File: config.mk
export PLATFORM = sky130hd
export DESIGN_NAME = bft_ctrl
export DESIGN_NICKNAME = d
export VERILOG_FILES = /design/src/rtl/core/bft_pkg.sv /design/src/rtl/core/bft_ctrl.sv
export SDC_FILE = /design/constraint.sdc
export NUM_CORES = 1
export LEC_CHECK = 0
export ABC_AREA = 1
export BUFFER_PORTS_ARGS = -buffer_cell sky130_fd_sc_hd__buf_2
export CAP_MARGIN = 5
export CORE_AREA = 2 2 39 41
export CTS_BUF_LIST = sky130_fd_sc_hd__clkbuf_2 sky130_fd_sc_hd__clkbuf_4 sky130_fd_sc_hd__clkbuf_8
export DETAILED_ROUTE_END_ITERATION = 16
export DIE_AREA = 0 0 41 43
export HOLD_SLACK_MARGIN = 0.08
export PLACE_DENSITY = 0.32
export SLEW_MARGIN = 10
export SYNTH_ARGS = -nofsm -noshare
export SYNTH_HDL_FRONTEND = slang
export SYNTH_SLANG_ARGS = --single-unit
File: constraint.sdc
create_clock -name clk -period 1.1 [get_ports clk]
set_input_delay 0.055 -clock clk [delete_from_list [all_inputs] [get_ports clk]]
set_output_delay 0.055 -clock clk [all_outputs]
set_load 0.02 [all_outputs]
File: src/rtl/core/bft_pkg.sv
// ---------------------------------------------------------------------------
// bft_pkg
// Types, codes and constants shared by the flow table controller, datapath
// and top level.
// ---------------------------------------------------------------------------
package bft_pkg;

	localparam int FLOW_ENTRIES_DEF = 64;

	localparam int S_TDATA_W = 104;
	localparam int M_TDATA_W = 24;
	localparam int RESULT_W  = 17;

	localparam logic [7:0] PROTO_TCP  = 8'd6;
	localparam logic [7:0] PROTO_UDP  = 8'd17;
	localparam logic [7:0] PROTO_ICMP = 8'd1;

	localparam logic [1:0] CLASS_TCP   = 2'd0;
	localparam logic [1:0] CLASS_UDP   = 2'd1;
	localparam logic [1:0] CLASS_ICMP  = 2'd2;
	localparam logic [1:0] CLASS_OTHER = 2'd3;

	localparam logic [1:0] DIR_FORWARD  = 2'd0;
	localparam logic [1:0] DIR_BACKWARD = 2'd1;
	localparam logic [1:0] DIR_UNKNOWN  = 2'd2;

	localparam logic FUNC_PACKET = 1'b0;
	localparam logic FUNC_CLEAR  = 1'b1;

	// input transaction payload, last field in the lowest bits
	typedef struct packed {
		logic [7:0]  proto_byte;
		logic [15:0] dst_port;
		logic [15:0] src_port;
		logic [31:0] dst_ip;
		logic [31:0] src_ip;
	} pkt_t;

	// one table entry
	typedef struct packed {
		logic [1:0]  proto_class;
		logic [15:0] bwd_port;
		logic [31:0] bwd_addr;
		logic [15:0] fwd_port;
		logic [31:0] fwd_addr;
	} entry_t;

	// result transaction payload, last field in the lowest bits
	typedef struct packed {
		logic       table_full;
		logic [6:0] active_flows;
		logic [5:0] flow_index;
		logic       new_flow;
		logic [1:0] direction;
	} result_t;

	typedef struct packed {
		logic capture;
		logic rd_en;
		logic idx_inc;
		logic load_hit;
		logic load_insert;
		logic load_full;
		logic load_clear;
	} ctrl_cmd_t;

	typedef struct packed {
		logic is_clear;
		logic idx_lt_count;
		logic full;
		logic match;
		logic out_free;
	} ctrl_status_t;

	function automatic logic [1:0] class_of(input logic [7:0] proto);
		logic [1:0] cls;
		case (proto)
			PROTO_TCP:  cls = CLASS_TCP;
			PROTO_UDP:  cls = CLASS_UDP;
			PROTO_ICMP: cls = CLASS_ICMP;
			default:    cls = CLASS_OTHER;
		endcase
		return cls;
	endfunction

endpackage

File: src/rtl/core/bft_ctrl.sv
// ---------------------------------------------------------------------------
// bft_ctrl
// Sequencer for one transaction: capture, then either a clear result or a
// scan of the valid entries followed by a hit, insert or full result.
// ---------------------------------------------------------------------------
module bft_ctrl (
	input  logic                  clk,
	input  logic                  arst_n,
	input  logic                  s_valid,
	output logic                  s_ready,
	input  bft_pkg::ctrl_status_t st,
	output bft_pkg::ctrl_cmd_t    cmd
);
	import bft_pkg::*;

	localparam logic [1:0] ST_IDLE    = 2'd0;
	localparam logic [1:0] ST_LOOKUP  = 2'd1;
	localparam logic [1:0] ST_COMPARE = 2'd2;

	logic [1:0] state_q;
	logic [1:0] state_d;

	always_ff @(posedge clk or negedge arst_n) begin
		if (!arst_n) begin
			state_q <= ST_IDLE;
		end else begin
			state_q <= state_d;
		end
	end

	always_comb begin
		state_d = state_q;
		cmd     = '0;
		s_ready = 1'b0;
		case (state_q)
			ST_IDLE: begin
				s_ready = 1'b1;
				if (s_valid) begin
					cmd.capture = 1'b1;
					state_d     = ST_LOOKUP;
				end
			end
			ST_LOOKUP: begin
				if (st.is_clear) begin
					if (st.out_free) begin
						cmd.load_clear = 1'b1;
						state_d        = ST_IDLE;
					end
				end else if (st.idx_lt_count) begin
					cmd.rd_en = 1'b1;
					state_d   = ST_COMPARE;
				end else if (st.out_free) begin
					// end of the valid entries: no match
					if (st.full) begin
						cmd.load_full = 1'b1;
					end else begin
						cmd.load_insert = 1'b1;
					end
					state_d = ST_IDLE;
				end
			end
			ST_COMPARE: begin
				if (st.match) begin
					if (st.out_free) begin
						cmd.load_hit = 1'b1;
						state_d      = ST_IDLE;
					end
				end else begin
					cmd.idx_inc = 1'b1;
					state_d     = ST_LOOKUP;
				end
			end
			default: begin
				state_d = ST_IDLE;
			end
		endcase
	end

endmodule

==> impl_metrics.toml <==
[sta]
final_min_period_over_clock_period_pct = 108
report.final.setup_viol = 8
achievable-frequency_ghz = 0.844
fin_setup_tns_ns = -0.380
timing.clock.skew_ns = 0.000721
tightest_slew_ns = 0.142
timing_hold_violations_final = 0
worst_slew_margin_rel_pct = 90.5
final.min_clock_period_ns = 1.19
timing.final.ws_setup_ns = -0.0851
maxSlewViolCount = 0
unrepaired_setup_endpoints_after_global_routing = "true"

[critical_path]
critical_path_source_type = "flop"
critPathMaxFanout = 4
cp_data_arrival_time_ns = 1.13
end_kind = "output pin"
timing.critical_path.required_ns = 1.04
critical_path_class = "flop to output pin"

[pwr]
sequentialPowerShare_pct = 15.6
power.combinational.fraction_pct = 64.6
internal_power_w = 0.000474
switching_power_total_w = 0.000358
peakVddDrop_v = 0.000507
p_total_w = 0.000832
pwr_density_nw_per_um2 = 2090
static-leakage-power_nw = 0.209
power_frac_clock_pct = 19.8
netSwitchingFraction_pct = 43.0

[die]
die_span_y_um = 43
starting_density_pct = 12.5
standard_cell_rows = 14
core_area_um2 = 1380
design.die.area_um2 = 1760
die_w_um = 41
io-pin-count = 16

[clock_tree]
cts.sink_count = 2
cts_inserted_buffers = 3
cts_tree = "built"
clock_tree.root_cell = "sky130_fd_sc_hd__clkbuf_4"
clock_tree.buffer_depth = 2
h-tree-depth = 1
clock_insertion_delay_worst_skew_ns = 0.22
register_clock_pin_slew_on_the_reported_worst_setup_and_hold_paths_ns = 0.03

[synth]
yosys.area.top_type = "sky130_fd_sc_hd__dfrtp_1"
synthesis.area_per_instance_um2 = 6.17
synth-seq-area-share_pct = 29.0
synth.cell_area_um2 = 173
synth-seq-cells = 2
synth_largest_type_area_fraction_pct = 29.0
yosysWarningCount = 0
postSynthNetCount = 36
post_synth_num_cell_types = 12
syn-instance-count = 28
synth.top_cells.by_area = "sky130_fd_sc_hd__dfrtp_1 29%, sky130_fd_sc_hd__nor2_1 13%, sky130_fd_sc_hd__nand2_1 11%"

[min_path]
hold_class = "primary input to flop"

[run_status]
run_status = "complete, but fails checks"
violations = "negative setup slack"

[final_layout]
antenna_cells = 0
num-fill-cells = 164
reg_with_most_ffs = "state_q"
largest_register_ffs = 2
reg.largest.list = "state_q x2"
final_layout_size_suffix_gt1_share_pct = 65.4
area_growth_pct = 130
stdcell_count = 68
num-nets-final = 62

[placed_design]
number_of_instances_in_the_placed_design = 59
number_of_port_buffers = 15
detailedPlacementHpwl_um = 420
finalWeightedCongestion = 0.599

[routing]
detailed_router_iteration_count_before_antenna_repair = 3
final_antenna_net_count = 0
routed_wirelength_um = 597
starting_drc_count_in_detailed_routing = 4
vias_per_cell = 3.71
drt-wirelength-per-cell_um = 8.78
dr_vias = 252
detail_route.drc_violations = 0

[global_route]
grt_overflow = 0
maximum_number_of_pins_on_one_net_before_global_route_repair = 5
initial_antenna_violation_count = 0
gr-usage-all-layers_pct = 7.72
first_global_vias = 222
grt_pass1_wl_um = 869

[job]
max_cap_violations = 0
[placed cells by master, fill, tap and decap left out, drive strengths merged]
cell | netlist | layout
nand2 | 5 | 5
a21o | 1 | 1
clkbuf | 0 | 3
nor3 | 3 | 3
buf | 0 | 19
a21oi | 1 | 1
inv | 6 | 6
dlygate4sd3 | 0 | 2
nor2 | 7 | 7
nand3 | 2 | 2
dfrtp | 2 | 2
o22ai | 1 | 1
[synth_stat cells, drive strengths merged]
| cell | n |
|---|---|
| nor2 | 7 |
| inv | 6 |
| nand2 | 5 |
| nor3 | 3 |
| dfrtp | 2 |
| nand3 | 2 |
| a21o | 1 |
| a21oi | 1 |
| o22ai | 1 |
[cells by family after synthesis]
family	after synthesis	synth area share, %
AOI/OAI and AO/OA	3	13.0
buffers and inverters	6	13.0
DFF	2	29.0
and+or+nand+nor	17	44.9
[metrics by stage]
stage | util [%] | area (um^2) | setup slack (ns) | hold WS [ns]
after floorplan | - | 173 | 0.0188 | -0.241
after global placement | 19.3 | 268 | 0.0882 | -0.157
after global routing | 28.8 | 398 | -0.164 | 0.107
after detailed placement | 19.3 | 268 | 0.0943 | -0.160
after CTS | 24.1 | 333 | -0.100 | 0.0856
final | 28.8 | 398 | -0.0851 | 0.0903
[power groups by stage]
stage | logic, W | clock network, W | registers [W]
2_1_floorplan | 0.000229 | 0 | 0.000127
3_3_place_gp | 0.000327 | 0 | 0.000135
3_5_place_dp | 0.000321 | 0 | 0.000131
4_1_cts | 0.000354 | 0.000181 | 0.000134
5_1_grt | 0.000573 | 0.000183 | 0.000134
6_report | 0.000538 | 0.000165 | 0.000130
[critical path: stages (launching register included)]
cell and delay [ns]:
sky130_fd_sc_hd__dfrtp_1 0.41, sky130_fd_sc_hd__inv_2 0.09, sky130_fd_sc_hd__nand2_2 0.09, sky130_fd_sc_hd__nor3_2 0.16
sky130_fd_sc_hd__buf_4 0.16
[metal layers]
layer | track usage (%) | routed length [um] | vias up | part of all wire, %
li1 | - | - | 137 | -
met1 | 10.3 | 275 | 102 | 46
met2 | 8.13 | 246 | 13 | 41
met3 | 5.24 | 74 | 0 | 12
met4 | 6.00 | 0 | 0 | 0
met5 | 0 | 0 | - | 0
[cell type report]
type                    instances  area, um^2  area share (%)
flip-flops and latches          2        50.0            12.6
repair buffers                 21         153            38.4
multi-input cells              20         130            32.7
inverters                       6        22.5            5.66
clock buffers                   3        22.5            5.66
well taps                      16        20.0            5.03
[what timing repair did]
item                                    in CTS  in global routing
pin swaps                                    1                  1
resized for setup                            8                 11
buffers inserted                             0                  4
endpoints found under the setup margin       6                  8
endpoints found under the hold margin        3                  0
hold buffers                                 2                  0
[worst paths after layout]
check | from | to | slack, ns | cells past startpoint
worst min-delay path | s_valid | state_q[0] | 0.09 | 3
max in group asynchronous | arst_n | state_q[1] | 0.85 | 2
min in group asynchronous | arst_n | state_q[0] | 0.15 | 2
worst min register to register | state_q[1] | state_q[0] | 0.63 | 2
worst max register to register | state_q[1] | state_q[0] | 0.07 | 6
worst max-delay path | state_q[1] | cmd[2] | -0.09 | 4
Note: power is estimated with default switching activity, not from simulation.
